<file path="src/rtl/core/bbsf_pkg.sv">
// Shared constants, types and helpers for the bounded byte stream FIFO.
// No dependencies; the queue, front end, back end and top level import this package.
package bbsf_pkg;

    localparam int DEPTH     = 1024;
    localparam int MAX_BURST = 64;
    localparam int QDEPTH    = 4;

    localparam int AW      = $clog2(DEPTH);
    localparam int OCC_W   = $clog2(DEPTH + 1);
    localparam int SUM_W   = OCC_W + 1;
    localparam int LEN_W   = 7;
    localparam int CNT_W   = (OCC_W > LEN_W) ? OCC_W : LEN_W;
    localparam int CAP_W   = 11;
    localparam int QAW     = (QDEPTH > 1) ? $clog2(QDEPTH) : 1;
    localparam int QCNT_W  = $clog2(QDEPTH + 1);
    localparam int BC_W    = $clog2(QDEPTH + 2);

    localparam logic [CAP_W-1:0] CAP_RESET = CAP_W'(1024);

    typedef enum logic [2:0] {
        CMD_WRITE = 3'd0,
        CMD_PEEK  = 3'd1,
        CMD_READ  = 3'd2,
        CMD_POP   = 3'd3,
        CMD_END   = 3'd4
    } bbsf_cmd_t;

    typedef struct packed {
        logic        accepted;
        logic [10:0] fill_count;
        logic [10:0] room_left;
        logic [31:0] total_written;
        logic [31:0] total_read;
        logic        ended;
        logic        at_eof;
        logic        error_flag;
    } bbsf_status_t;

    typedef struct packed {
        logic             burst;
        logic [AW-1:0]    start;
        logic [LEN_W-1:0] count;
        bbsf_status_t     status;
    } bbsf_job_t;

    typedef struct packed {
        logic          en;
        logic [AW-1:0] addr;
        logic [7:0]    data;
    } bbsf_wr_t;

    typedef struct packed {
        logic          en;
        logic [AW-1:0] addr;
    } bbsf_rd_t;

    // Ring index wrap; the sum is always below twice the depth.
    function automatic logic [AW-1:0] bbsf_wrap(input logic [SUM_W-1:0] s);
        logic [SUM_W-1:0] r;
        begin
            if (s >= SUM_W'(DEPTH))
            begin
                r = s - SUM_W'(DEPTH);
            end
            else
            begin
                r = s;
            end
            return r[AW-1:0];
        end
    endfunction

endpackage

</file>
<file path="src/rtl/core/bbsf_channels.sv">


interface bbsf_rsp_if;
    logic        valid;
    logic        ready;
    logic [7:0]  out_byte;
    logic        byte_valid;
    logic        last;
    logic        accepted;
    logic [10:0] fill_count;
    logic [10:0] room_left;
    logic [31:0] total_written;
    logic [31:0] total_read;
    logic        ended;
    logic        at_eof;
    logic        error_flag;

    modport source (output valid, output out_byte, output byte_valid, output last,
                    output accepted, output fill_count, output room_left,
                    output total_written, output total_read, output ended,
                    output at_eof, output error_flag, input ready);
    modport sink (input valid, input out_byte, input byte_valid, input last,
                  input accepted, input fill_count, input room_left,
                  input total_written, input total_read, input ended,
                  input at_eof, input error_flag, output ready);
endinterface


</file>
<file path="src/rtl/core/bbsf_back.sv">
// Result back end: takes queued jobs, streams burst bytes out of the byte
// memory and drives the result register. Depends on bbsf_pkg and the interfaces.
module bbsf_back import bbsf_pkg::*; (
    input  logic        clk,
    input  logic        rst_n,
    input  logic        job_valid,
    input  bbsf_job_t   job,
    output logic        job_pop,
    output bbsf_rd_t    rd,
    input  logic [7:0]  rd_data,
    output logic        burst_done,
    bbsf_rsp_if.source  rsp
);

    typedef enum logic {ST_IDLE, ST_BURST} state_t;

    state_t           state_reg, state_next;
    logic [AW-1:0]    addr_reg, addr_next;
    logic [LEN_W-1:0] remain_reg, remain_next;
    bbsf_status_t     status_reg, status_next;
    logic             pending_reg, pending_next;
    logic             pend_last_reg, pend_last_next;
    logic             out_valid_reg, out_valid_next;
    logic [7:0]       out_byte_reg, out_byte_next;
    logic             byte_valid_reg, byte_valid_next;
    logic             last_reg, last_next;
    bbsf_status_t     out_status_reg, out_status_next;

    logic out_free, move, issue;

    always_comb
    begin
        out_free = !out_valid_reg || rsp.ready;
        // pending: the memory output holds a byte not yet in the result register
        move     = pending_reg && out_free;
        issue    = (state_reg == ST_BURST) && (!pending_reg || move);
        job_pop  = (state_reg == ST_IDLE) && !pending_reg && job_valid && out_free;

        state_next      = state_reg;
        addr_next       = addr_reg;
        remain_next     = remain_reg;
        status_next     = status_reg;
        pending_next    = issue ? 1'b1 : (move ? 1'b0 : pending_reg);
        pend_last_next  = issue ? (remain_reg == LEN_W'(1)) : pend_last_reg;
        out_valid_next  = out_valid_reg && !rsp.ready;
        out_byte_next   = out_byte_reg;
        byte_valid_next = byte_valid_reg;
        last_next       = last_reg;
        out_status_next = out_status_reg;

        if (move)
        begin
            out_valid_next  = 1'b1;
            out_byte_next   = rd_data;
            byte_valid_next = 1'b1;
            last_next       = pend_last_reg;
            out_status_next = status_reg;
        end

        if (issue)
        begin
            addr_next   = bbsf_wrap(SUM_W'(addr_reg) + SUM_W'(1));
            remain_next = remain_reg - 1'b1;
            if (remain_reg == LEN_W'(1))
            begin
                state_next = ST_IDLE;
            end
        end

        if (job_pop)
        begin
            if (job.burst)
            begin
                state_next  = ST_BURST;
                addr_next   = job.start;
                remain_next = job.count;
                status_next = job.status;
            end
            else
            begin
                out_valid_next  = 1'b1;
                out_byte_next   = 8'd0;
                byte_valid_next = 1'b0;
                last_next       = 1'b1;
                out_status_next = job.status;
            end
        end

        rd.en      = issue;
        rd.addr    = addr_reg;
        burst_done = issue && (remain_reg == LEN_W'(1));
    end

    always_ff @(posedge clk or negedge rst_n)
    begin
        if (!rst_n)
        begin
            state_reg      <= ST_IDLE;
            pending_reg    <= 1'b0;
            out_valid_reg  <= 1'b0;
            addr_reg       <= '0;
            remain_reg     <= '0;
            status_reg     <= '0;
            pend_last_reg  <= 1'b0;
            out_byte_reg   <= '0;
            byte_valid_reg <= 1'b0;
            last_reg       <= 1'b0;
            out_status_reg <= '0;
        end
        else
        begin
            state_reg      <= state_next;
            pending_reg    <= pending_next;
            out_valid_reg  <= out_valid_next;
            addr_reg       <= addr_next;
            remain_reg     <= remain_next;
            status_reg     <= status_next;
            pend_last_reg  <= pend_last_next;
            out_byte_reg   <= out_byte_next;
            byte_valid_reg <= byte_valid_next;
            last_reg       <= last_next;
            out_status_reg <= out_status_next;
        end
    end

    assign rsp.valid         = out_valid_reg;
    assign rsp.out_byte      = out_byte_reg;
    assign rsp.byte_valid    = byte_valid_reg;
    assign rsp.last          = last_reg;
    assign rsp.accepted      = out_status_reg.accepted;
    assign rsp.fill_count    = out_status_reg.fill_count;
    assign rsp.room_left     = out_status_reg.room_left;
    assign rsp.total_written = out_status_reg.total_written;
    assign rsp.total_read    = out_status_reg.total_read;
    assign rsp.ended         = out_status_reg.ended;
    assign rsp.at_eof        = out_status_reg.at_eof;
    assign rsp.error_flag    = out_status_reg.error_flag;

endmodule

</file>
<file path="src/flat_wrapper.sv">
// flat-port wrapper written by rule: the top's interface ports become plain ports
module bbsf_back_flat import bbsf_pkg::*;
  (clk, rst_n, job_valid, job, job_pop, rd, rd_data, burst_done, rsp_valid, rsp_out_byte, rsp_byte_valid, rsp_last, rsp_accepted, rsp_fill_count, rsp_room_left, rsp_total_written, rsp_total_read, rsp_ended, rsp_at_eof, rsp_error_flag, rsp_ready);
  bbsf_rsp_if rsp_i ();
  input  logic clk;
  input  logic rst_n;
  input  logic job_valid;
  input  bbsf_job_t job;
  output logic job_pop;
  output bbsf_rd_t rd;
  input  logic [7:0] rd_data;
  output logic burst_done;
  output wire logic [$bits(rsp_i.valid)-1:0] rsp_valid;
  output wire logic [$bits(rsp_i.out_byte)-1:0] rsp_out_byte;
  output wire logic [$bits(rsp_i.byte_valid)-1:0] rsp_byte_valid;
  output wire logic [$bits(rsp_i.last)-1:0] rsp_last;
  output wire logic [$bits(rsp_i.accepted)-1:0] rsp_accepted;
  output wire logic [$bits(rsp_i.fill_count)-1:0] rsp_fill_count;
  output wire logic [$bits(rsp_i.room_left)-1:0] rsp_room_left;
  output wire logic [$bits(rsp_i.total_written)-1:0] rsp_total_written;
  output wire logic [$bits(rsp_i.total_read)-1:0] rsp_total_read;
  output wire logic [$bits(rsp_i.ended)-1:0] rsp_ended;
  output wire logic [$bits(rsp_i.at_eof)-1:0] rsp_at_eof;
  output wire logic [$bits(rsp_i.error_flag)-1:0] rsp_error_flag;
  input wire logic [$bits(rsp_i.ready)-1:0] rsp_ready;
  assign rsp_valid = rsp_i.valid;
  assign rsp_out_byte = rsp_i.out_byte;
  assign rsp_byte_valid = rsp_i.byte_valid;
  assign rsp_last = rsp_i.last;
  assign rsp_accepted = rsp_i.accepted;
  assign rsp_fill_count = rsp_i.fill_count;
  assign rsp_room_left = rsp_i.room_left;
  assign rsp_total_written = rsp_i.total_written;
  assign rsp_total_read = rsp_i.total_read;
  assign rsp_ended = rsp_i.ended;
  assign rsp_at_eof = rsp_i.at_eof;
  assign rsp_error_flag = rsp_i.error_flag;
  assign rsp_i.ready = rsp_ready;
  bbsf_back u_core (.clk(clk), .rst_n(rst_n), .job_valid(job_valid), .job(job), .job_pop(job_pop), .rd(rd), .rd_data(rd_data), .burst_done(burst_done), .rsp(rsp_i));
endmodule
</file>
<file path="config.mk">
export PLATFORM = sky130hd
export DESIGN_NAME = bbsf_back_flat
export DESIGN_NICKNAME = d
export VERILOG_FILES = /design/src/rtl/core/bbsf_pkg.sv /design/src/rtl/core/bbsf_channels.sv /design/src/rtl/core/bbsf_back.sv /design/src/flat_wrapper.sv
export SDC_FILE = /design/constraint.sdc
export NUM_CORES = 1
export LEC_CHECK = 0
export ABC_AREA = 1
export BUFFER_PORTS_ARGS = -buffer_cell sky130_fd_sc_hd__buf_2
export CELL_PAD_IN_SITES_DETAIL_PLACEMENT = 1
export CELL_PAD_IN_SITES_GLOBAL_PLACEMENT = 1
export CORE_MARGIN = 4
export CORE_UTILIZATION = 42
export DETAILED_ROUTE_END_ITERATION = 10
export PLACE_DENSITY = 0.9
export SLEW_MARGIN = 0
export SYNTH_ARGS = -nofsm -noshare
export SYNTH_HDL_FRONTEND = slang
export SYNTH_SLANG_ARGS = --single-unit
</file>
<file path="constraint.sdc">
create_clock -name clk -period 2.3 [get_ports clk]
set_clock_uncertainty 0.15 [all_clocks]
set_input_delay 0.23 -clock clk [delete_from_list [all_inputs] [get_ports clk]]
set_output_delay 0.23 -clock clk [all_outputs]
set_load 0.02 [all_outputs]
</file>
==> metrics.md <==
| Metric | Value |
|---|---|
| Status | `complete, no violations` |
| Antenna violations before repair | `4` |
| CP arrival | `1790 ps` |
| DPL Wire Length | `approximately 18000 microns` |
| First-pass GRT wire length | `~57000 microns` |
| Core area | `21760 sq um` |
| Worst hold slack | `34.14 ps` |
| GPL Wtd Cong | `0.8086` |
| Fin area | `12730 sq um` |
| Port Buffer Count | `between 200 and 250` |
| Clock Path Buffers | `3` |
| Period minus WS final | `around 2200 ps` |
| Reg2Reg Setup Slack | `150 ps` |
| Final period utilization | `0.9419` |
| FP Rows | `54` |
| Vias in the first global route | `10380` |
| Most common cell after layout, fill and taps aside | `nand2_1` |
| Filler Cell Count | `2584` |
| Cts bufs inserted | `24` |
| Layout Nets | `1547` |
| Hold depth | `4` |
| Fmax | `0.4616 GHz` |
| DR DRC count | `0` |
| Layout cells sized above 1 | `0.2193` |
| Critical Path Fanout Max | `3` |
| Drt wl/cell | `20.83 microns` |
| Most frequent cells in the layout | `nand2_1, buf_2, dfrtp_1, dlygate4sd3_1, nor2_1` |
| Worst-Skew Late Latency | `510 ps` |
| DIE AREA | `24500 sq um` |
| Grt ovf | `0` |
| Post-route ant nets | `0` |
| Worst hold path type | `in2reg` |
| Most used DFF post-synth | `dfrtp_1` |
| Clock Sinks | `211` |
| I/O pin count | `234` |
| Synth async-reset ratio | `1.000` |
| LEAKAGE | `6.786 nW` |
| Crit path launch type | `register` |
| TritonCTS clock tree | `built` |
| Total iterations of the first detailed-routing run | `5` |
| DR vias | `9460` |
| Nature of the critical path endpoint | `output pin` |
| FF-to-FF path depth | `7` |
| Worst VDD drop | `slightly below 500 uV` |
| Mapped Nets | `about 1200` |
| Worst Setup SP | `u_core.remain_reg[1]$_DFF_PN0_` |
| Worst slew pin tran | `633.7 ps` |
| Overall Global Routing Usage | `0.2899` |
| Fin. Hold Viols | `0` |
| Starting Density | `0.4259` |
| Pin count of the biggest net entering global routing | `93` |
| Setup CP Type | `reg2out` |
| Yosys warnings | `0` |
| Die X | `156.5 microns` |
| Avg Inst Size Synth | `8.408 sq um` |
| Hold EP | `u_core.rsp.byte_valid$_DFF_PN0_` |
| Multi-input logic area | `3517 sq um` |
| Total length of routed wires | `35990 microns` |
| Synthesized flop and latch total | `211` |
| Critical path data required time | `1920 ps` |
| Clock root buffer | `clkbuf_16` |
| Final setup fails | `0` |
| Reg clk slew, reported paths | `roughly 60 ps` |
| Sequential Area | `5284 sq um` |
| Number of flip-flops in the largest register | `90` |
| Sequential share of the synthesized area | `0.5699` |
| EDFF count, synth | `0` |
| RSZ-0062 raised after global routing | `true` |
| Mapped Cells | `1102` |
| Placed insts | `about 1600` |
| Reg2reg start | `u_core.pending_reg$_DFFE_PN0P_` |
| Power Dens Cells | `around 850 nW/um^2` |
| Layout Cells excl Fill | `1728` |
| Area Growth Syn to Fin | `37.38%` |
| Hold Startpoint | `job_valid` |
| DR vias/cell | `5.475` |
| Max cap viols | `0` |
| Final Max Slew Viols | `0` |
| DIE HEIGHT | `156.5 microns` |
| Cell variety after synth | `28` |
| Dpl cell area | `10710 sq um` |
| H-tree levels | `1` |
| Initial detailed-routing violation count | `519` |
| Worst flop-to-flop path endpoint | `u_core.rsp.total_written[2]$_DFF_PN0_` |
| Syn Std Cell Area | `9265 sq um` |
| Rel. slew slack | `0.5775` |
| Power Total | `10.88 mW` |
worst max-delay path, stage by stage, from the launching register on:
cell and delay [ps]:
dfrtp_1 420, inv_1 110, ha_1 140, inv_1 50
nor3_1 160, nand3_1 130, inv_2 100, buf_2 160
stage by stage:
stage                     setup slack [ps]  utilization  setup TNS (ps)
after floorplan                      594.8            -               0
after global placement               420.6       0.4921               0
after detailed placement             307.0       0.4921               0
after CTS                            54.04       0.5834               0
after global routing                -13.75       0.5847          -13.75
final                                133.6       0.5851               0
cell usage after synthesis (2+ instances only):
cell type / n / area [sq um]
nand2_4: 2 / 22.52
nor3_1: 2 / 10.01
nand2_2: 2 / 12.51
nor2_1: 110 / 412.9
nand2_1: 417 / 1565
mux2_2: 8 / 90.09
a21oi_1: 7 / 35.03
nand3b_1: 2 / 15.01
inv_2: 4 / 15.01
or2_0: 4 / 25.02
ha_1: 3 / 37.54
buf_4: 7 / 52.55
a31oi_1: 91 / 569.3
clkbuf_1: 27 / 101.4
xor2_1: 2 / 17.52
o21ai_0: 10 / 50.05
nand3_1: 109 / 545.5
inv_1: 32 / 120.1
dfrtp_1: 211 / 5280
buf_2: 41 / 205.2
o21ai_1: 4 / 20.02
per-layer routing:
metal / share of wire / global-route usage / wire length, microns
met1: 0.37 / 0.3434 / 13420
met2: 0.52 / 0.5098 / 18690
met3: 0.057 / 0.04840 / 2054
met4: 0.051 / 0.1438 / 1830
met5: 0 / 0 / 0
timing repair:
item / 4_1_cts / 5_1_grt
pin swaps: 0 / 1
hold endpoints to repair: 418 / 0
endpoints found under the setup margin: 1 / 2
buffers inserted: 2 / 0
hold buffers: 118 / 0
gates cloned: 0 / 1
gates resized for setup: 1 / 3
worst max path at each step:
stage,end,slack [ps],cells after the start
floorplan,u_core.addr_reg[1]$_DFF_PN0_,590,8
global placement,u_core.rsp.total_written[28]$_DFF_PN0_,420,7
detailed placement,u_core.rsp.fill_count[0]$_DFF_PN0_,310,7
CTS,burst_done,50,6
global route,burst_done,-10,6
finish,burst_done,130,7
kinds of logic (layout without fill, tap and decap cells):
group | after synthesis | after routing | synth area share
simple gates | 651 | 652 | 0.2845
flops | 211 | 211 | 0.5699
compound gates | 114 | 114 | 0.07441
buf+inv | 112 | 450 | 0.05456
mux | 8 | 8 | 0.009724
fa+ha+maj | 3 | 3 | 0.004052
xor+xnor | 3 | 3 | 0.002836
other cells | 0 | 7 | 0
layout make-up:
type / instances / share of cell area
sequential: 211 / 0.4151
multi-input combinational: 780 / 0.2763
timing repair buffer: 371 / 0.2068
clock buffer: 35 / 0.05682
tap: 280 / 0.02752
inverter: 36 / 0.01091
clock inverter: 8 / 0.005112
antenna: 7 / 0.001376
report_power, final:
part	internal (mW)	switching [mW]	leakage (nW)
Sequential	4.09	0.362	2.87
Combinational	0.907	1.70	3.52
Clock	2.28	1.53	0.397
Total	7.28	3.59	6.79
(Power assumes the default switching activity.)
