$ cat src/rtl/core/bbsf_pkg.sv
// Shared constants, types and helpers for the bounded byte stream FIFO.
// No dependencies; the queue, front end, back end and top level import this package.
package bbsf_pkg;

    localparam int DEPTH     = 1024;
    localparam int MAX_BURST = 64;
    localparam int QDEPTH    = 4;

    localparam int AW      = $clog2(DEPTH);
    localparam int OCC_W   = $clog2(DEPTH + 1);
    localparam int SUM_W   = OCC_W + 1;
    localparam int LEN_W   = 7;
    localparam int CNT_W   = (OCC_W > LEN_W) ? OCC_W : LEN_W;
    localparam int CAP_W   = 11;
    localparam int QAW     = (QDEPTH > 1) ? $clog2(QDEPTH) : 1;
    localparam int QCNT_W  = $clog2(QDEPTH + 1);
    localparam int BC_W    = $clog2(QDEPTH + 2);

    localparam logic [CAP_W-1:0] CAP_RESET = CAP_W'(1024);

    typedef enum logic [2:0] {
        CMD_WRITE = 3'd0,
        CMD_PEEK  = 3'd1,
        CMD_READ  = 3'd2,
        CMD_POP   = 3'd3,
        CMD_END   = 3'd4
    } bbsf_cmd_t;

    typedef struct packed {
        logic        accepted;
        logic [10:0] fill_count;
        logic [10:0] room_left;
        logic [31:0] total_written;
        logic [31:0] total_read;
        logic        ended;
        logic        at_eof;
        logic        error_flag;
    } bbsf_status_t;

    typedef struct packed {
        logic             burst;
        logic [AW-1:0]    start;
        logic [LEN_W-1:0] count;
        bbsf_status_t     status;
    } bbsf_job_t;

    typedef struct packed {
        logic          en;
        logic [AW-1:0] addr;
        logic [7:0]    data;
    } bbsf_wr_t;

    typedef struct packed {
        logic          en;
        logic [AW-1:0] addr;
    } bbsf_rd_t;

    // Ring index wrap; the sum is always below twice the depth.
    function automatic logic [AW-1:0] bbsf_wrap(input logic [SUM_W-1:0] s);
        logic [SUM_W-1:0] r;
        begin
            if (s >= SUM_W'(DEPTH))
            begin
                r = s - SUM_W'(DEPTH);
            end
            else
            begin
                r = s;
            end
            return r[AW-1:0];
        end
    endfunction

endpackage

$ cat src/rtl/core/bbsf_channels.sv
// Valid/ready channel interfaces for command, result and capacity transfers.
// No dependencies.
interface bbsf_req_if;
    logic       valid;
    logic       ready;
    logic [2:0] cmd;
    logic [7:0] data_byte;
    logic [6:0] length;

    modport source (output valid, output cmd, output data_byte, output length, input ready);
    modport sink (input valid, input cmd, input data_byte, input length, output ready);
endinterface


interface bbsf_cfg_if;
    logic        valid;
    logic        ready;
    logic [10:0] capacity;

    modport source (output valid, output capacity, input ready);
    modport sink (input valid, input capacity, output ready);
endinterface

$ cat src/rtl/core/bbsf_front.sv
// Command front end: takes commands, updates the stream state, writes bytes
// and queues one job per command. Depends on bbsf_pkg and the channel interfaces.
module bbsf_front import bbsf_pkg::*; (
    input  logic        clk,
    input  logic        rst_n,
    bbsf_req_if.sink    req,
    bbsf_cfg_if.sink    cfg,
    input  logic        queue_full,
    output logic        push,
    output bbsf_job_t   push_job,
    input  logic        burst_done,
    output bbsf_wr_t    wr
);

    logic [AW-1:0]    head_reg, head_next;
    logic [OCC_W-1:0] occ_reg, occ_next;
    logic [31:0]      wr_cnt_reg, wr_cnt_next;
    logic [31:0]      rd_cnt_reg, rd_cnt_next;
    logic             ended_reg, ended_next;
    logic             err_reg, err_next;
    logic [CAP_W-1:0] capacity_reg;
    logic [BC_W-1:0]  burst_cnt_reg, burst_cnt_next;

    logic             accept;
    logic [LEN_W-1:0] len_c;
    logic [CNT_W-1:0] len_w, occ_w, n;
    logic [OCC_W-1:0] cap_eff, n_occ;
    logic             room_ok, is_burst;
    logic [OCC_W-1:0] room;

    // A write waits while a peek or read still has bytes to fetch, so freed
    // slots are never refilled before the back end has read them.
    assign req.ready = !queue_full &&
                       !((req.cmd == CMD_WRITE) && (burst_cnt_reg != '0));
    assign accept    = req.valid && req.ready;
    assign cfg.ready = 1'b1;

    always_comb
    begin
        len_c   = (req.length > LEN_W'(MAX_BURST)) ? LEN_W'(MAX_BURST) : req.length;
        len_w   = CNT_W'(len_c);
        occ_w   = CNT_W'(occ_reg);
        n       = (len_w < occ_w) ? len_w : occ_w;
        n_occ   = OCC_W'(n);
        cap_eff = (32'(capacity_reg) > 32'(DEPTH)) ? OCC_W'(DEPTH) : OCC_W'(capacity_reg);
        room_ok = (occ_reg < cap_eff);

        head_next  = head_reg;
        occ_next   = occ_reg;
        wr_cnt_next = wr_cnt_reg;
        rd_cnt_next = rd_cnt_reg;
        ended_next = ended_reg;
        err_next   = err_reg;
        is_burst   = 1'b0;

        wr.en   = 1'b0;
        wr.addr = bbsf_wrap(SUM_W'(head_reg) + SUM_W'(occ_reg));
        wr.data = req.data_byte;

        push_job.status.accepted = 1'b0;

        unique case (req.cmd)
            CMD_WRITE:
            begin
                if (room_ok)
                begin
                    wr.en       = accept;
                    occ_next    = occ_reg + 1'b1;
                    wr_cnt_next = wr_cnt_reg + 32'd1;
                    push_job.status.accepted = 1'b1;
                end
            end
            CMD_PEEK:
            begin
                is_burst = (n != '0);
            end
            CMD_READ:
            begin
                if (len_w > occ_w)
                begin
                    err_next = 1'b1;
                end
                else
                begin
                    is_burst    = (n != '0);
                    head_next   = bbsf_wrap(SUM_W'(head_reg) + SUM_W'(n_occ));
                    occ_next    = occ_reg - n_occ;
                    rd_cnt_next = rd_cnt_reg + 32'(n_occ);
                end
            end
            CMD_POP:
            begin
                if (len_w > occ_w)
                begin
                    err_next = 1'b1;
                end
                head_next   = bbsf_wrap(SUM_W'(head_reg) + SUM_W'(n_occ));
                occ_next    = occ_reg - n_occ;
                rd_cnt_next = rd_cnt_reg + 32'(n_occ);
            end
            CMD_END:
            begin
                ended_next = 1'b1;
            end
            default:
            begin
            end
        endcase

        room = (cap_eff > occ_next) ? cap_eff - occ_next : '0;

        push                          = accept;
        push_job.burst                = is_burst;
        push_job.start                = head_reg;
        push_job.count                = LEN_W'(n);
        push_job.status.fill_count    = 11'(occ_next);
        push_job.status.room_left     = 11'(room);
        push_job.status.total_written = wr_cnt_next;
        push_job.status.total_read    = rd_cnt_next;
        push_job.status.ended         = ended_next;
        push_job.status.at_eof        = ended_next && (occ_next == '0);
        push_job.status.error_flag    = err_next;

        burst_cnt_next = burst_cnt_reg + BC_W'(accept && is_burst) - BC_W'(burst_done);
    end

    always_ff @(posedge clk or negedge rst_n)
    begin
        if (!rst_n)
        begin
            head_reg      <= '0;
            occ_reg       <= '0;
            wr_cnt_reg    <= '0;
            rd_cnt_reg    <= '0;
            ended_reg     <= 1'b0;
            err_reg       <= 1'b0;
            capacity_reg  <= CAP_RESET;
            burst_cnt_reg <= '0;
        end
        else
        begin
            burst_cnt_reg <= burst_cnt_next;
            if (cfg.valid)
            begin
                capacity_reg <= cfg.capacity;
            end
            if (accept)
            begin
                head_reg   <= head_next;
                occ_reg    <= occ_next;
                wr_cnt_reg <= wr_cnt_next;
                rd_cnt_reg <= rd_cnt_next;
                ended_reg  <= ended_next;
                err_reg    <= err_next;
            end
        end
    end

endmodule

$ cat src/flat_wrapper.sv
// flat-port wrapper written by rule: the top's interface ports become plain ports
module bbsf_front_flat import bbsf_pkg::*;
  (clk, rst_n, queue_full, push, push_job, burst_done, wr, req_valid, req_cmd, req_data_byte, req_length, req_ready, cfg_valid, cfg_capacity, cfg_ready);
  bbsf_req_if req_i ();
  bbsf_cfg_if cfg_i ();
  input  logic clk;
  input  logic rst_n;
  input  logic queue_full;
  output logic push;
  output bbsf_job_t push_job;
  input  logic burst_done;
  output bbsf_wr_t wr;
  input wire logic [$bits(req_i.valid)-1:0] req_valid;
  input wire logic [$bits(req_i.cmd)-1:0] req_cmd;
  input wire logic [$bits(req_i.data_byte)-1:0] req_data_byte;
  input wire logic [$bits(req_i.length)-1:0] req_length;
  output wire logic [$bits(req_i.ready)-1:0] req_ready;
  input wire logic [$bits(cfg_i.valid)-1:0] cfg_valid;
  input wire logic [$bits(cfg_i.capacity)-1:0] cfg_capacity;
  output wire logic [$bits(cfg_i.ready)-1:0] cfg_ready;
  assign req_i.valid = req_valid;
  assign req_i.cmd = req_cmd;
  assign req_i.data_byte = req_data_byte;
  assign req_i.length = req_length;
  assign req_ready = req_i.ready;
  assign cfg_i.valid = cfg_valid;
  assign cfg_i.capacity = cfg_capacity;
  assign cfg_ready = cfg_i.ready;
  bbsf_front u_core (.clk(clk), .rst_n(rst_n), .req(req_i), .cfg(cfg_i), .queue_full(queue_full), .push(push), .push_job(push_job), .burst_done(burst_done), .wr(wr));
endmodule
$ cat config.mk
export PLATFORM = sky130hd
export DESIGN_NAME = bbsf_front_flat
export DESIGN_NICKNAME = d
export VERILOG_FILES = /design/src/rtl/core/bbsf_pkg.sv /design/src/rtl/core/bbsf_channels.sv /design/src/rtl/core/bbsf_front.sv /design/src/flat_wrapper.sv
export SDC_FILE = /design/constraint.sdc
export NUM_CORES = 1
export LEC_CHECK = 0
export BUFFER_PORTS_ARGS = -buffer_cell sky130_fd_sc_hd__buf_2
export CORE_MARGIN = 2
export CORE_UTILIZATION = 57
export CTS_BUF_LIST = sky130_fd_sc_hd__clkbuf_16
export DETAILED_ROUTE_END_ITERATION = 8
export PLACE_DENSITY = 0.87
export SLEW_MARGIN = 25
export SYNTH_ARGS = -nofsm -noshare
export SYNTH_HDL_FRONTEND = slang
export SYNTH_SLANG_ARGS = --single-unit
$ cat constraint.sdc
create_clock -name clk -period 11 [get_ports clk]
set_input_delay 2.2 -clock clk [delete_from_list [all_inputs] [get_ports clk]]
set_output_delay 2.2 -clock clk [all_outputs]
set_load 0.05 [all_outputs]
==> flow_metrics.py <==
metrics = {
    "clock_tree": {
        "clkTransAtPathRegs_ns": 0.07,
        "clk_latency_ns": 0.35,
        "cts_root_buf": "clkbuf_16",
        "cts-hold-fix-buffers": 0,
        "numClockSinks": 101,
        "ctsResizeCount": 0,
        "cts_made_buffers": 9,
        "post_cts_buffers": 0,
        "clock_path_buffers": 2,
        "cts_tree": "built",
        "cts_max_level": 3,
    },
    "timing": {
        "fin_skew_ns": 0.00724,
        "maxSlewViolCount": 0,
        "hold_viol_final": 0,
        "setup_violations": 0,
        "fin_crit_ns": 10.23,
        "fmax_mhz": 97.8,
        "max-slew-margin-rel_pct": 39.3,
        "timing.final.crit_share_pct": 93.0,
        "tightest_slew_ns": 0.911,
        "fin_setup_tns_ns": 0,
        "rsz0062_at_grt": "false",
    },
    "detailed_routing": {
        "ant_nets": 0,
        "drc": 0,
        "routedWlPerCell_um": 15.8,
        "via_per_inst": 5.74,
        "vias": 7469,
        "drt_iter0_drc": 467,
        "finalWirelength_um": 20600,
        "first_pass_iters": 5,
    },
    "yosys": {
        "yosys_warnings": 0,
        "synth_xor_area_share_pct": 14.8,
        "synth-seq-cells": 101,
        "ys_seq_area_share_pct": 30.1,
        "synth_area_sq_mm": 0.00841,
        "synthArstFlopShare_pct": 100,
        "synth_compound_area_share_pct": 12.2,
        "synth.area.mux_share_pct": 2.23,
        "synth_simple_gate_area_share_pct": 22.7,
        "synth-main-ff-cell": "dfrtp_1",
        "synth_edf_count": 0,
        "synth_fa_ha_area_share_pct": 11.5,
        "yosys.cell_types.count": 72,
        "synth_area_per_cell_sq_um": 8.48,
        "synthCells": 992,
        "synth_top_family_by_area": "simple AND/OR/NAND/NOR gates",
    },
    "run": {
        "cap_violations": 0,
    },
    "power_and_ir_drop": {
        "swShare_pct": 57.8,
        "p_leak_nw": 4.92,
        "p_per_area_mw_per_mm2": 307,
        "power_frac_clock_pct": 11.3,
        "worst_ir_drop_vdd_mv": 0.178,
        "power.share.sequential_pct": 19.4,
        "combPwrFrac_pct": 69.3,
        "internal_power_w": 0.00123,
        "p_switching_w": 0.00169,
    },
    "global_routing": {
        "grt_pass1_wl_um": 33900,
        "grt_pass1_vias": 7033,
        "grt.total_usage_pct": 26.0,
        "grt-ovfl-total": 0,
        "grt_max_degree": 69,
        "antenna_found_initial": 2,
    },
    "floorplanning": {
        "die_area_sq_mm": 0.0157,
        "die_x_um": 125,
        "io_pins": 165,
        "start_util_pct": 58.1,
        "num_rows": 44,
        "die_y_um": 125,
        "core_sq_mm": 0.0145,
    },
    "worst_setup_path": {
        "arrival_ns": 8.03,
        "critPathCaptureType": "output pin",
        "crit_family": "compound AO/OA/AOI/OAI gates",
        "reg2reg_from": "u_core.occ_reg[4]",
        "cpPeakStageDelay_ns": 0.61,
        "cp_slowest_cell": "o21ai_2",
        "cp.required_ns": 8.80,
        "crit_top_cell": "ha_1",
        "path_cells": "buf_2 -> nor2b_1 -> ha_1 -> a2111o_1 -> o21ai_2 -> mux2i_1 -> ha_1 -> fa_1 -> nor2b_1 -> o31ai_1 -> nand2_1 -> a211oi_1 -> nor2_1 -> o22ai_1 -> ha_1 -> or3_1 -> o21ai_0 -> a21oi_1 -> a41oi_1 -> a211o_1 -> nor3_1 -> buf_2",
        "crit_buf_inv": 2,
        "critPathLaunchType": "primary input",
        "critPathLaunch": "req_length[6]",
        "critPathKind": "in2out",
        "worstPathMaxFanout": 18,
    },
    "status": {
        "status": "completed",
    },
    "layout": {
        "fin_util_pct": 65.6,
        "multi_input_area_sq_mm": 0.00538,
        "area.sequential_sq_mm": 0.00253,
        "fill_cells": 1246,
        "areaGrowthSynthToFinish_pct": 13.0,
        "nets": 1220,
        "final_layout_size_suffix_gt1_share_pct": 18.9,
    },
    "hold_path": {
        "hp-start": "u_core.err_reg",
        "hold_class": "reg2reg",
    },
    "placed_design": {
        "post-dp-hpwl_um": 15500,
        "gp_congestion": 0.926,
        "io_buffer_count": 147,
    },
}
-- metal layers --
layer | wire length [um] | track usage, % | vias up | share of wire [%]
li1 | - | - | 3636 | -
met1 | 8960 | 35.0 | 3519 | 44
met2 | 9880 | 42.5 | 279 | 48
met3 | 1300 | 4.07 | 33 | 6.3
met4 | 437 | 9.61 | 2 | 2.1
met5 | 8 | 0 | - | 0.039
-- area by class of cell --
cell class              count  share of cell area, %
well taps                 184                   2.42
diodes                      1                 0.0263
clock buffers               9                   2.37
clock inverters             7                  0.777
repair buffers            154                   8.37
inverters                  70                   2.78
flip-flops and latches    101                   26.6
multi-input cells         775                   56.6
-- worst register-to-register path, cell delays in order (launching register included) --
cell      delay (ns)
dfrtp_1         0.51
inv_1           0.16
ha_1            0.36
a2111o_1        0.43
o21ai_2         0.61
nor2_1          0.08
a21oi_1         0.30
inv_1           0.22
ha_1            0.31
a21o_1          0.19
a21oi_1         0.21
nor2b_1         0.10
o41a_1          0.34
a41o_1          0.30
o41ai_4         0.53
buf_6           0.24
nor3_1          0.07
xor2_1          0.16
-- cell usage in the layout (no fill, tap or decap), types with 8 or more instances in the layout --
cell       synthesis  routed
buf_2              8     146
nand2_1          104     104
dfrtp_1          100     100
nor2_1            88      88
xor2_1            81      81
inv_1             69      70
ha_1              68      68
xnor2_1           61      61
o21ai_0           52      52
nor3_1            41      41
a21oi_1           35      35
nand3_1           33      33
nand4_1           23      23
nor2b_1           14      14
mux2_2            14      14
o21ai_1           11      11
and3_1            11      11
nand2b_1           9       9
nor4_1             9       9
clkbuf_16          0       9
o21a_1             8       8
or3_1              8       8
-- power by group through the flow --
stage          Clock (W)  Sequential, W  Combinational, W
3_3_place_gp           0       0.000566           0.00195
6_report        0.000329       0.000567           0.00202
4_1_cts         0.000334       0.000563           0.00200
5_1_grt         0.000348       0.000581           0.00217
2_1_floorplan          0       0.000584           0.00155
3_5_place_dp           0       0.000569           0.00199
-- path summary, 6_finish.rpt --
path	endpoint	slack [ns]	cells after the start
min reg2reg	u_core.err_reg	0.50	1
min	u_core.err_reg	0.50	1
max	push_job[70]	0.77	22
max in group asynchronous	u_core.capacity_reg[3]	7.95	2
max reg2reg	u_core.rd_cnt_reg[13]	5.78	17
min in group asynchronous	u_core.rd_cnt_reg[19]	1.79	1
-- per-stage QoR --
stage / cells / area (sq um) / power (W) / hold slack [ns] / setup slack [ns]
2_1_floorplan: 997 / 8430 / 0.00214 / 0.458 / 0.207
3_3_place_gp: 1283 / 9190 / 0.00252 / 0.473 / 1.03
3_5_place_dp: 1283 / 9190 / 0.00256 / 0.481 / 0.880
4_1_cts: 1299 / 9480 / 0.00290 / 0.496 / 0.860
5_1_grt: 1301 / 9500 / 0.00310 / 0.503 / 0.272
6_report: 1301 / 9500 / 0.00292 / 0.498 / 0.774
-- synthesized netlist by cell type (3+ instances only) --
cell type | instances | area [sq um]
or4_1 | 3 | 22.5
o21ai_1 | 11 | 55.1
mux2i_1 | 3 | 30.0
dfrtp_1 | 100 | 2500
and3_1 | 11 | 68.8
nand2b_1 | 9 | 56.3
ha_1 | 68 | 851
buf_1 | 5 | 18.8
o21a_1 | 8 | 60.1
nor2b_1 | 14 | 87.6
nand4_1 | 23 | 144
o22ai_1 | 3 | 18.8
inv_1 | 69 | 259
nor2_1 | 88 | 330
nand3_1 | 33 | 165
buf_4 | 13 | 97.6
a211oi_1 | 6 | 45.0
mux2_2 | 14 | 158
fa_1 | 6 | 120
nor4_2 | 5 | 62.6
nand2_1 | 104 | 390
nor3_2 | 7 | 70.1
or3_1 | 8 | 50.1
and2_1 | 4 | 25.0
a21o_1 | 6 | 45.0
a31oi_1 | 5 | 31.3
nor3_1 | 41 | 205
a21oi_1 | 35 | 175
nor4_1 | 9 | 56.3
o311a_1 | 3 | 30.0
o21bai_1 | 5 | 37.5
buf_2 | 8 | 40.0
o21ai_0 | 52 | 260
buf_6 | 3 | 33.8
xor2_1 | 81 | 709
a2111oi_0 | 3 | 26.3
clkbuf_1 | 22 | 82.6
xnor2_1 | 61 | 534
-- cell families after synthesis --
logic type                 count (synthesis)
muxes                                     17
other                                      2
DFF                                      101
xor gates and xnor gates                 142
buffers and inverters                    121
AOI/OAI and AO/OA                        160
adders and majority gates                 74
and+or+nand+nor                          375
Note: power is estimated with default switching activity, not from simulation.
