### config.mk
export PLATFORM = sky130hd
export DESIGN_NAME = bbsf_queue
export DESIGN_NICKNAME = d
export VERILOG_FILES = /design/src/rtl/core/bbsf_pkg.sv /design/src/rtl/core/bbsf_queue.sv
export SDC_FILE = /design/constraint.sdc
export NUM_CORES = 1
export LEC_CHECK = 0
export BUFFER_PORTS_ARGS = -buffer_cell sky130_fd_sc_hd__clkbuf_2
export CAP_MARGIN = 20
export CORE_ASPECT_RATIO = 1.4
export CORE_MARGIN = 1.5
export CORE_UTILIZATION = 55
export CTS_BUF_LIST = sky130_fd_sc_hd__clkbuf_2 sky130_fd_sc_hd__clkbuf_4 sky130_fd_sc_hd__clkbuf_8
export CTS_CLUSTER_DIAMETER = 80
export DETAILED_ROUTE_END_ITERATION = 16
export GPL_TIMING_DRIVEN = 0
export HOLD_SLACK_MARGIN = 0.08
export PLACE_DENSITY_LB_ADDON = 0.12
export SYNTH_ARGS = -nofsm -noshare
export SYNTH_HDL_FRONTEND = slang
export SYNTH_SLANG_ARGS = --single-unit
export TNS_END_PERCENT = 100
### constraint.sdc
create_clock -name clk -period 4.45 [get_ports clk]
set_input_delay 1.335 -clock clk [delete_from_list [all_inputs] [get_ports clk]]
set_output_delay 1.335 -clock clk [all_outputs]
set_load 0.01 [all_outputs]
### src/rtl/core/bbsf_pkg.sv
// Shared constants, types and helpers for the bounded byte stream FIFO.
// No dependencies; the queue, front end, back end and top level import this package.
package bbsf_pkg;

    localparam int DEPTH     = 1024;
    localparam int MAX_BURST = 64;
    localparam int QDEPTH    = 4;

    localparam int AW      = $clog2(DEPTH);
    localparam int OCC_W   = $clog2(DEPTH + 1);
    localparam int SUM_W   = OCC_W + 1;
    localparam int LEN_W   = 7;
    localparam int CNT_W   = (OCC_W > LEN_W) ? OCC_W : LEN_W;
    localparam int CAP_W   = 11;
    localparam int QAW     = (QDEPTH > 1) ? $clog2(QDEPTH) : 1;
    localparam int QCNT_W  = $clog2(QDEPTH + 1);
    localparam int BC_W    = $clog2(QDEPTH + 2);

    localparam logic [CAP_W-1:0] CAP_RESET = CAP_W'(1024);

    typedef enum logic [2:0] {
        CMD_WRITE = 3'd0,
        CMD_PEEK  = 3'd1,
        CMD_READ  = 3'd2,
        CMD_POP   = 3'd3,
        CMD_END   = 3'd4
    } bbsf_cmd_t;

    typedef struct packed {
        logic        accepted;
        logic [10:0] fill_count;
        logic [10:0] room_left;
        logic [31:0] total_written;
        logic [31:0] total_read;
        logic        ended;
        logic        at_eof;
        logic        error_flag;
    } bbsf_status_t;

    typedef struct packed {
        logic             burst;
        logic [AW-1:0]    start;
        logic [LEN_W-1:0] count;
        bbsf_status_t     status;
    } bbsf_job_t;

    typedef struct packed {
        logic          en;
        logic [AW-1:0] addr;
        logic [7:0]    data;
    } bbsf_wr_t;

    typedef struct packed {
        logic          en;
        logic [AW-1:0] addr;
    } bbsf_rd_t;

    // Ring index wrap; the sum is always below twice the depth.
    function automatic logic [AW-1:0] bbsf_wrap(input logic [SUM_W-1:0] s);
        logic [SUM_W-1:0] r;
        begin
            if (s >= SUM_W'(DEPTH))
            begin
                r = s - SUM_W'(DEPTH);
            end
            else
            begin
                r = s;
            end
            return r[AW-1:0];
        end
    endfunction

endpackage

### src/rtl/core/bbsf_queue.sv
// Short job queue between the command front end and the result back end.
// Depends on bbsf_pkg.
module bbsf_queue import bbsf_pkg::*; (
    input  logic      clk,
    input  logic      rst_n,
    input  logic      push,
    input  bbsf_job_t push_job,
    output logic      full,
    output logic      job_valid,
    output bbsf_job_t job,
    input  logic      pop
);

    bbsf_job_t           slots_reg [QDEPTH];
    logic [QAW-1:0]      wr_ptr_reg, wr_ptr_next;
    logic [QAW-1:0]      rd_ptr_reg, rd_ptr_next;
    logic [QCNT_W-1:0]   count_reg, count_next;

    always_comb
    begin
        wr_ptr_next = wr_ptr_reg;
        rd_ptr_next = rd_ptr_reg;
        count_next  = count_reg;
        if (push)
        begin
            wr_ptr_next = (wr_ptr_reg == QAW'(QDEPTH - 1)) ? '0 : wr_ptr_reg + 1'b1;
        end
        if (pop)
        begin
            rd_ptr_next = (rd_ptr_reg == QAW'(QDEPTH - 1)) ? '0 : rd_ptr_reg + 1'b1;
        end
        if (push && !pop)
        begin
            count_next = count_reg + 1'b1;
        end
        else if (pop && !push)
        begin
            count_next = count_reg - 1'b1;
        end
    end

    always_ff @(posedge clk or negedge rst_n)
    begin
        if (!rst_n)
        begin
            wr_ptr_reg <= '0;
            rd_ptr_reg <= '0;
            count_reg  <= '0;
        end
        else
        begin
            wr_ptr_reg <= wr_ptr_next;
            rd_ptr_reg <= rd_ptr_next;
            count_reg  <= count_next;
        end
    end

    always_ff @(posedge clk)
    begin
        if (push)
        begin
            slots_reg[wr_ptr_reg] <= push_job;
        end
    end

    assign full      = (count_reg == QCNT_W'(QDEPTH));
    assign job_valid = (count_reg != '0);
    assign job       = slots_reg[rd_ptr_reg];

endmodule

==> reports/qor.csv, run 1 <==
stage;metric;value;unit
run_status;status;complete, no violations;
yosys;synth_nets;720;
finish;final_nets;1013;
placement;gp_congestion;0.700;
detailed_routing;drt_iter0_markers;373;
finish;largest_reg_flops;432;
worst_setup_path;cp.arrival;2270;ps
detailed_routing;vias_per_cell;5.54;
worst_setup_path;crit_path_start_kind;flip-flop;
cts;cts_buffers;66;
timing;maxSlewViolCount;0;
power_and_ir_drop;leakagePower;0.00658;µW
floorplan;die-area;30200;µm²
worst_setup_path;end_kind;primary output;
cts;cts.clk_slew.worst_paths;60;ps
worst_setup_path;path_common_cell;buf_2;
placement;placed_cell_area;17700;µm²
cts;clock_latency;560;ps
cts;clock_sinks;439;
finish;seq_area;13100;µm²
floorplan;ioPinCount;222;
detailed_routing;drc;0;
grt;grt_max_degree;61;
yosys;synth-seq-area-share;82.1;%
timing;worst_pin_slew;853;ps
placement;place_ws;1360;ps
floorplan;start_util;56.2;%
worst_setup_path;cpPeakStageDelay;350;ps
timing;finClkSkew;16.0;ps
detailed_routing;drtAntennaViolNets;0;
yosys;syn_area;16000;µm²
grt;grt-ovfl-total;0;
detailed_routing;routed_wirelength;29100;µm
detailed_routing;vias;7275;
grt;grt_pass1_wl;45000;µm
yosys;ys_seq_elements;439;
power_and_ir_drop;power_density;636;nW/µm²
min_path;min_path_type;reg -> reg;
worst_setup_path;path_class;reg -> out;
finish;antenna_cells;0;
finish;fin_area;18900;µm²
cts;cts_buffer_depth;3;
cts;cts_tree;done;
floorplan;rows;73;
finish;syn_to_final_growth;18.2;%
yosys;syn_avg_cell_area;26.6;µm²
floorplan;die-height;205;µm
timing;rsz0062_at_grt;false;
run;maxCapViolations;0;
detailed_routing;wl_per_cell;22.2;µm
finish;multiInputGateArea;2670;µm²
worst_setup_path;slowest_stage;mux4_2;
yosys;synth_cell_types;18;
worst_setup_path;worst_ep_required_time;3120;ps
grt;grt_usage;20.1;%
placement;io_buffers;221;
yosys;yosys_warnings;0;
floorplan;die_w;147;µm
power_and_ir_drop;power.total;12000;µW
finish;drive_above_1_share;48.9;%
cts;ctsHoldBuffers;0;
yosys;syn_inst;601;
cts;cts_root_buffer;clkbuf_8;
worst_setup_path;crit_fanout;10;
cts;htree_levels;3;
finish;fillCellCount;1957;
grt;antenna_found_initial;0;
detailed_routing;drt_first_pass_iters;4;
timing;period_share;80.9;%
placement;hpwl;18400;µm
timing;post-route-min-period;3600;ps
grt;grt_pass1_vias;8125;
timing;layout_setup_ws;848;ps
timing;fin_setup_tns;0;ps
timing;setup_viol;0;
worst_setup_path;crit_chain;buf_2 -> buf_4 -> buf_2 -> mux4_2 -> clkbuf_2;
timing;hold_violations;0;
cts;cts_setup_buffers;0;
floorplan;core_area;28500;µm²
timing;max_slew_margin;43.1;%
power_and_ir_drop;vdd_drop_max;0.000415;V
cts;ctsResizeCount;0;
timing;max_freq;278;MHz
Yosys cell counts, drive strengths merged:
| master | count | area (µm²) |
|---|---|---|
| and2 | 4 | 25.0 |
| buf | 24 | 194 |
| dfrtp | 7 | 175 |
| edfxtp | 432 | 13000 |
| fa | 1 | 20.0 |
| ha | 6 | 75.1 |
| inv | 4 | 15.0 |
| mux2 | 3 | 33.8 |
| mux4 | 108 | 2430 |
| nand2 | 2 | 7.51 |
| nor2 | 3 | 11.3 |
| nor3b | 1 | 7.51 |
| o21ai | 2 | 10.0 |
| or3 | 1 | 6.26 |
| xnor2 | 1 | 8.76 |
| xor2 | 2 | 17.5 |
power breakdown:
group          switching, µW  leakage, µW  internal [µW]  total (µW)
clock network           1390     0.000636           1640        3040
registers                159      0.00405           5300        5460
logic                   1890      0.00189           1660        3550
cell type report:
class / instances / share of cell area, %
plain buffers: 24 / 1.02
clock buffers: 88 / 5.77
clock inverters: 23 / 0.655
inverters: 4 / 0.0793
multi-input cells: 134 / 14.1
flip-flops and latches: 439 / 69.5
well taps: 375 / 2.48
repair buffers: 225 / 6.43
cells in the final DEF (no fill, tap or decap), types with 2 or more instances in the layout:
| cell | instances |
|---|---|
| buf_4 | 2 |
| clkbuf_2 | 221 |
| and2_4 | 4 |
| xor2_1 | 2 |
| clkbuf_4 | 19 |
| buf_16 | 4 |
| mux2_2 | 3 |
| inv_1 | 4 |
| o21ai_0 | 2 |
| clkinv_2 | 3 |
| nand2_1 | 2 |
| mux4_2 | 108 |
| buf_6 | 11 |
| clkinvlp_4 | 2 |
| nor2_1 | 3 |
| clkinv_1 | 17 |
| edfxtp_1 | 432 |
| clkbuf_8 | 69 |
| dfrtp_1 | 7 |
| ha_1 | 6 |
| buf_2 | 11 |
routing by layer:
layer	vias to the layer above	routed length, µm	GRT usage (%)
li1	3195	-	-
met1	3789	10700	23.9
met2	245	15900	35.4
met3	46	1970	5.39
met4	0	604	7.36
met5	-	0	0
per-stage QoR:
stage / std cells / util [%] / hold slack, ps
2_1_floorplan: 601 / - / 449
3_3_place_gp: 1197 / 61.7 / 465
3_5_place_dp: 1201 / 62.1 / 493
4_1_cts: 1312 / 66.4 / 505
5_1_grt: 1312 / 66.4 / 528
6_report: 1312 / 66.4 / 507
critical path: cells and delay by family, from the launching register on:
family | cells | cell delay (ps)
buffers and inverters | 4 | 1010
multiplexers | 1 | 350
flip-flops | 1 | 340
worst paths after layout:
check | from | end | slack [ps] | depth (start not counted)
worst min-delay path | count_reg[2] | count_reg[2] | 510 | 1
worst max register to register | wr_ptr_reg[0] | slots_reg[2][36] | 2320 | 4
min in group asynchronous | rst_n | wr_ptr_reg[0] | 600 | 1
worst max-delay path | rd_ptr_reg[1] | job[94] | 850 | 5
worst min register to register | count_reg[2] | count_reg[2] | 510 | 1
max in group asynchronous | rst_n | wr_ptr_reg[1] | 3680 | 1
cells by family (layout without fill, tap and decap cells):
kind of cell,Yosys count,in the layout,synth area share [%]
DFF,439,439,82.1
muxes,111,111,15.4
buffers and inverters,28,364,1.30
and+or+nand+nor,11,11,0.359
adders and majority gates,7,7,0.594
xor gates and xnor gates,3,3,0.164
AOI/OAI and AO/OA,2,2,0.0625
Power figures use the tool's default switching activity.
==> run 2: changes to the inputs <==
Clock period 4.45 ns to 3.6 ns, I/O delays scaled along.
==> run 2 against run 1 <==
Net effect: critical path depth stayed put; routed wire length is 0.53% lower; die area stayed put; largest cell class unchanged; highest routed layer is now met5; critical path type unchanged.
==> reports/qor.csv, run 2 (synthesis gave the netlist of run 1 again) <==
stage;metric;value;unit;change
cts;ctsHoldBuffers;0;;unchanged
detailed_routing;drc;0;;unchanged
detailed_routing;drt_iter0_markers;400;;was 373
timing;whs;308;ps;was 507 ps
power_and_ir_drop;seq_power_share;45.5;%;was 45.3%
power_and_ir_drop;switching_share;28.9;%;was 28.6%
worst_setup_path;crit_path_start_kind;flip-flop;;unchanged
power_and_ir_drop;p_int;10500;µW;was 8600 µW
finish;final_common_cell;edfxtp_1;;unchanged
power_and_ir_drop;power.total;14800;µW;was 12000 µW
floorplan;core_area;28500;µm²;unchanged
worst_setup_path;crit_fanout;10;;unchanged
detailed_routing;wl_per_cell;22.0;µm;was 22.2 µm
timing;fin_setup_tns;0;ps;unchanged
finish;antenna_cells;0;;unchanged
floorplan;start_util;56.2;%;unchanged
worst_setup_path;reg2reg_to;slots_reg[1][67];;was slots_reg[2][36]
worst_setup_path;critPathCapture;job[94];;unchanged
cts;ctsResizeCount;0;;unchanged
power_and_ir_drop;p_switching;4280;µW;was 3440 µW
timing;hold_violations;0;;unchanged
cts;clock_latency;630;ps;was 560 ps
power_and_ir_drop;leakagePower;0.00660;µW;was 0.00658 µW
finish;final_nets;1010;;was 1013
worst_setup_path;startpoint;rd_ptr_reg[1];;unchanged
power_and_ir_drop;vdd_drop_max;0.000487;V;was 0.000415 V
detailed_routing;routed_wirelength;29000;µm;was 29100 µm
power_and_ir_drop;power_frac_comb;29.9;%;was 29.5%
floorplan;die-height;205;µm;unchanged
grt;antenna_found_initial;1;;was 0
placement;io_buffers;221;;unchanged
run;maxCapViolations;0;;unchanged
min_path;min_path_type;in -> async;;was reg -> reg
timing;worst_pin_slew;849;ps;was 853 ps
finish;fin_area;19000;µm²;was 18900 µm²
power_and_ir_drop;power_density;782;nW/µm²;was 636 nW/µm²
finish;post-route-util;66.5;%;was 66.4%
finish;drive_above_1_share;49.5;%;was 48.9%
detailed_routing;vias_per_cell;5.52;;was 5.54
placement;placed_cell_area;17800;µm²;was 17700 µm²
timing;max_freq;295;MHz;
finish;final_cell_mix;432 x edfxtp_1, 221 x clkbuf_2, 108 x mux4_2;;unchanged
detailed_routing;drtAntennaViolNets;0;;unchanged
finish;syn_to_final_growth;18.4;%;was 18.2%
worst_setup_path;cp.arrival;2310;ps;was 2270 ps
floorplan;die_w;147;µm;unchanged
grt;grt-ovfl-total;0;;unchanged
grt;grt_pass1_vias;8088;;was 8125
worst_setup_path;rr_startpoint;wr_ptr_reg[1];;was wr_ptr_reg[0]
worst_setup_path;end_kind;primary output;;unchanged
cts;cts_buffer_depth;3;;unchanged
finish;largest_reg_flops;432;;unchanged
cts;cts_buffers;61;;was 66
run_status;status;complete, no violations;;unchanged
timing;maxSlewViolCount;0;;unchanged
grt;grt_max_degree;58;;was 61
worst_setup_path;r2r_slack;1430;ps;was 2320 ps
timing;finClkSkew;34.6;ps;was 16.0 ps
cts;clock_sinks;439;;unchanged
timing;setup_viol;0;;unchanged
placement;hpwl;18400;µm;about the same
cts;cts_tree;done;;unchanged
timing;post-route-min-period;3390;ps;
floorplan;ioPinCount;222;;unchanged
detailed_routing;drt_first_pass_iters;4;;unchanged
grt;grt_usage;19.8;%;was 20.1%
worst_setup_path;ff2ff_path_depth;4;;unchanged
cts;htree_levels;2;;was 3
timing;rsz0062_at_grt;false;;unchanged
power_and_ir_drop;clkPwrFrac;24.7;%;was 25.2%
cts;cts_root_buffer;clkbuf_8;;unchanged
worst_setup_path;worst_ep_required_time;2520;ps;was 3120 ps
timing;max_slew_margin;43.4;%;was 43.1%
grt;grt_pass1_wl;44500;µm;was 45000 µm
worst_setup_path;path_class;reg -> out;;unchanged
placement;gp_congestion;0.705;;was 0.700
timing;period_share;94.2;%;
floorplan;die-area;30200;µm²;unchanged
cts;cts.clk_slew.worst_paths;60;ps;about the same
cts;cts_setup_buffers;0;;unchanged
floorplan;rows;73;;unchanged
detailed_routing;vias;7273;;was 7275
-- run 2: cell types whose count changed in the layout (fill, tap and decap cells not counted) --
cell      delta
clkinv_2     +8
clkinv_1     -3
inv_6        +2
clkbuf_8     -6
buf_16       +2
clkbuf_4     +2
-- run 2: power by group through the flow --
stage	clock (µW)	combinational [µW]	sequential [µW]
2_1_floorplan	0	2870	6810
3_3_place_gp	0	4370	6860
3_5_place_dp	0	4540	6860
4_1_cts	3760	4560	6750
5_1_grt	3990	4770	6800
6_report	3660	4430	6740
-- run 2: per-stage QoR --
step / cells / worst slack [ps]
global route: 1317 / 33.9
global placement: 1197 / -398
finish: 1317 / 209
detailed placement: 1203 / 745
floorplan: 601 / 733
CTS: 1317 / 98.9
-- run 2: layout make-up --
cell class                      count  area (µm²)
Sequential cell                   439       13100
Fill cell                        1946        9540
Multi-Input combinational cell    134        2670
Timing Repair Buffer              227        1270
Clock buffer                       84        1020
Tap cell                          375         469
Buffer                             24         194
Clock inverter                     30         170
Inverter                            4        15.0
-- run 2: how the worst min path moves through the flow --
stage / end / slack [ps]
global route: wr_ptr_reg[1] / 260
detailed placement: count_reg[2] / 500
floorplan: count_reg[2] / 450
global placement: count_reg[2] / 470
CTS: wr_ptr_reg[0] / 270
finish: rd_ptr_reg[1] / 310
-- run 2: per-layer routing --
layer  track usage (%)  vias to the layer above  part of all wire (%)  routed length, µm
li1                  -                     3192                     -                  -
met1              23.6                     3787                    37              10800
met2              34.9                      233                    54              15500
met3              5.50                       59                   6.8               1970
met4              6.43                        2                   2.4                697
met5                 0                        -                 0.048                 14
-- run 2: critical path: stages, from the launching register on --
cell      delay [ps]
dfrtp_1          350
buf_2            290
buf_4            260
buf_2            290
mux4_2           360
clkbuf_2         150
==> run 3: changes to the inputs <==
Settings changed: BUFFER_PORTS_ARGS -buffer_cell sky130_fd_sc_hd__clkbuf_2 to -buffer_cell sky130_fd_sc_hd__buf_2.
==> run 3 against run 2 <==
Net effect: flip-flop and latch count is the same; largest cell class unchanged; sequential share of layout area is 0.19 points higher; register-to-register slack barely moved; highest routed layer unchanged.
==> reports/qor.csv, run 3 (synthesis gave the netlist of run 1 again) <==
stage;metric;value;unit;change
timing;maxSlewViolCount;0;;unchanged
finish;final_cells;1320;;was 1317
floorplan;start_util;56.2;%;unchanged
timing;layout_setup_ws;206;ps;was 209 ps
placement;place_ws;758;ps;was 745 ps
worst_setup_path;path_class;reg -> out;;unchanged
worst_setup_path;cp.arrival;2310;ps;about the same
cts;ctsHoldBuffers;0;;unchanged
placement;placed_cell_area;17700;µm²;was 17800 µm²
grt;grt_pass1_vias;8117;;was 8088
detailed_routing;drc;0;;unchanged
detailed_routing;drt_iter0_markers;409;;was 400
worst_setup_path;cpPeakStageDelay;360;ps;about the same
cts;cts_tree;done;;unchanged
grt;antenna_found_initial;9;;was 1
timing;finClkSkew;19.3;ps;was 34.6 ps
worst_setup_path;slowest_stage;mux4_2;;unchanged
detailed_routing;wl_per_cell;22.4;µm;was 22.0 µm
worst_setup_path;rr_startpoint;wr_ptr_reg[0];;was wr_ptr_reg[1]
power_and_ir_drop;leakagePower;0.00652;µW;was 0.00660 µW
floorplan;die_w;147;µm;unchanged
floorplan;ioPinCount;222;;unchanged
grt;grt-ovfl-total;0;;unchanged
detailed_routing;vias_per_cell;5.53;;was 5.52
worst_setup_path;crit_path_start_kind;flip-flop;;unchanged
power_and_ir_drop;power_density;778;nW/µm²;was 782 nW/µm²
cts;ctsResizeCount;0;;unchanged
timing;setup_viol;0;;unchanged
grt;grt_pass1_wl;44700;µm;was 44500 µm
cts;cts.clk_slew.worst_paths;60;ps;about the same
run_status;status;complete, no violations;;unchanged
timing;whs;317;ps;was 308 ps
floorplan;die-height;205;µm;unchanged
detailed_routing;routed_wirelength;29500;µm;was 29000 µm
placement;dpl.cell_count;1202;;was 1203
power_and_ir_drop;vdd_drop_max;0.000544;V;was 0.000487 V
finish;fin_area;18900;µm²;was 19000 µm²
detailed_routing;drt_first_pass_iters;4;;unchanged
cts;cts_buffer_depth;3;;unchanged
cts;cts_setup_buffers;0;;unchanged
timing;post-route-min-period;3390;ps;about the same
cts;clock_sinks;439;;unchanged
worst_setup_path;critPathTopFamily;buffers and inverters;;unchanged
detailed_routing;vias;7296;;was 7273
grt;grt_usage;20.0;%;was 19.8%
finish;final_cell_mix;432 x edfxtp_1, 232 x buf_2, 108 x mux4_2;;was 432 x edfxtp_1, 221 x clkbuf_2, 108 x mux4_2
floorplan;rows;73;;unchanged
grt;grt_max_degree;57;;was 58
timing;max_slew_margin;41.7;%;was 43.4%
placement;gp_congestion;0.706;;was 0.705
placement;hpwl;18400;µm;about the same
worst_setup_path;r2r_slack;1440;ps;was 1430 ps
finish;largest_reg_flops;432;;unchanged
timing;worst_pin_slew;875;ps;was 849 ps
timing;rsz0062_at_grt;false;;unchanged
detailed_routing;drtAntennaViolNets;0;;unchanged
cts;cts_buffers;61;;unchanged
worst_setup_path;path_common_cell;buf_2;;unchanged
timing;max_freq;295;MHz;about the same
finish;final_nets;1009;;was 1010
worst_setup_path;crit_chain;buf_2 -> buf_4 -> buf_2 -> mux4_2 -> buf_2;;was buf_2 -> buf_4 -> buf_2 -> mux4_2 -> clkbuf_2
worst_setup_path;ff2ff_path_depth;4;;unchanged
timing;hold_violations;0;;unchanged
finish;final_common_cell;edfxtp_1;;unchanged
run;maxCapViolations;0;;unchanged
worst_setup_path;worst_ep_required_time;2520;ps;about the same
finish;syn_to_final_growth;18.1;%;was 18.4%
timing;period_share;94.3;%;was 94.2%
worst_setup_path;reg2reg_to;slots_reg[0][41];;was slots_reg[1][67]
cts;cts_root_buffer;clkbuf_8;;unchanged
worst_setup_path;end_kind;primary output;;unchanged
cts;clock_latency;610;ps;was 630 ps
worst_setup_path;startpoint;rd_ptr_reg[1];;unchanged
worst_setup_path;crit_fanout;10;;unchanged
floorplan;core_area;28500;µm²;unchanged
floorplan;die-area;30200;µm²;unchanged
finish;post-route-util;66.3;%;was 66.5%
min_path;min_path_type;in -> async;;unchanged
worst_setup_path;worst-path-buf-inv;4;;unchanged
placement;io_buffers;221;;unchanged
cts;htree_levels;2;;unchanged
finish;drive_above_1_share;49.3;%;was 49.5%
-- run 3: changes by cell type in the layout (fill, tap and decap cells not counted), sizes merged --
cell,previous run,this run
clkinvlp,2,1
bufinv,1,0
buf,30,250
diode,0,7
clkbuf,305,87
inv,6,4
clkinv,25,23
-- run 3: metal layers --
layer	up-vias	GRT usage, %	routed length, µm
met5	-	0	37
met4	6	7.57	575
met3	52	5.46	2150
met2	234	35.7	16300
met1	3805	22.9	10500
li1	3199	-	-
-- run 3: area by class of cell --
type | instances | area, µm²
diodes | 7 | 17.5
plain buffers | 24 | 194
clock buffers | 87 | 1050
clock inverters | 24 | 105
fillers | 1927 | 9590
inverters | 4 | 15.0
multi-input cells | 134 | 2670
flip-flops and latches | 439 | 13100
well taps | 375 | 469
repair buffers | 226 | 1240
-- run 3: worst max-delay path by stage --
| stage | cells after the start | slack [ps] | to |
|---|---|---|---|
| after floorplan | 1 | 730 | slots_reg[3][0] |
| after global placement | 2 | -390 | slots_reg[3][29] |
| after detailed placement | 5 | 760 | job[94] |
| after CTS | 5 | 80 | job[94] |
| after global routing | 5 | 50 | job[94] |
| final | 5 | 210 | job[94] |
-- run 3: through the flow --
stage                     TNS [ps]  power [µW]
after detailed placement         0       11400
final                            0       14700
after global placement     -165550       11200
after floorplan                  0        9680
after global routing             0       15400
after CTS                        0       15000
-- run 3: where the power goes --
group	leakage [µW]	internal [µW]	switching [µW]
Clock	0.000621	1860	1720
Sequential	0.00405	6550	198
Combinational	0.00185	2070	2310
Total	0.00652	10500	4220
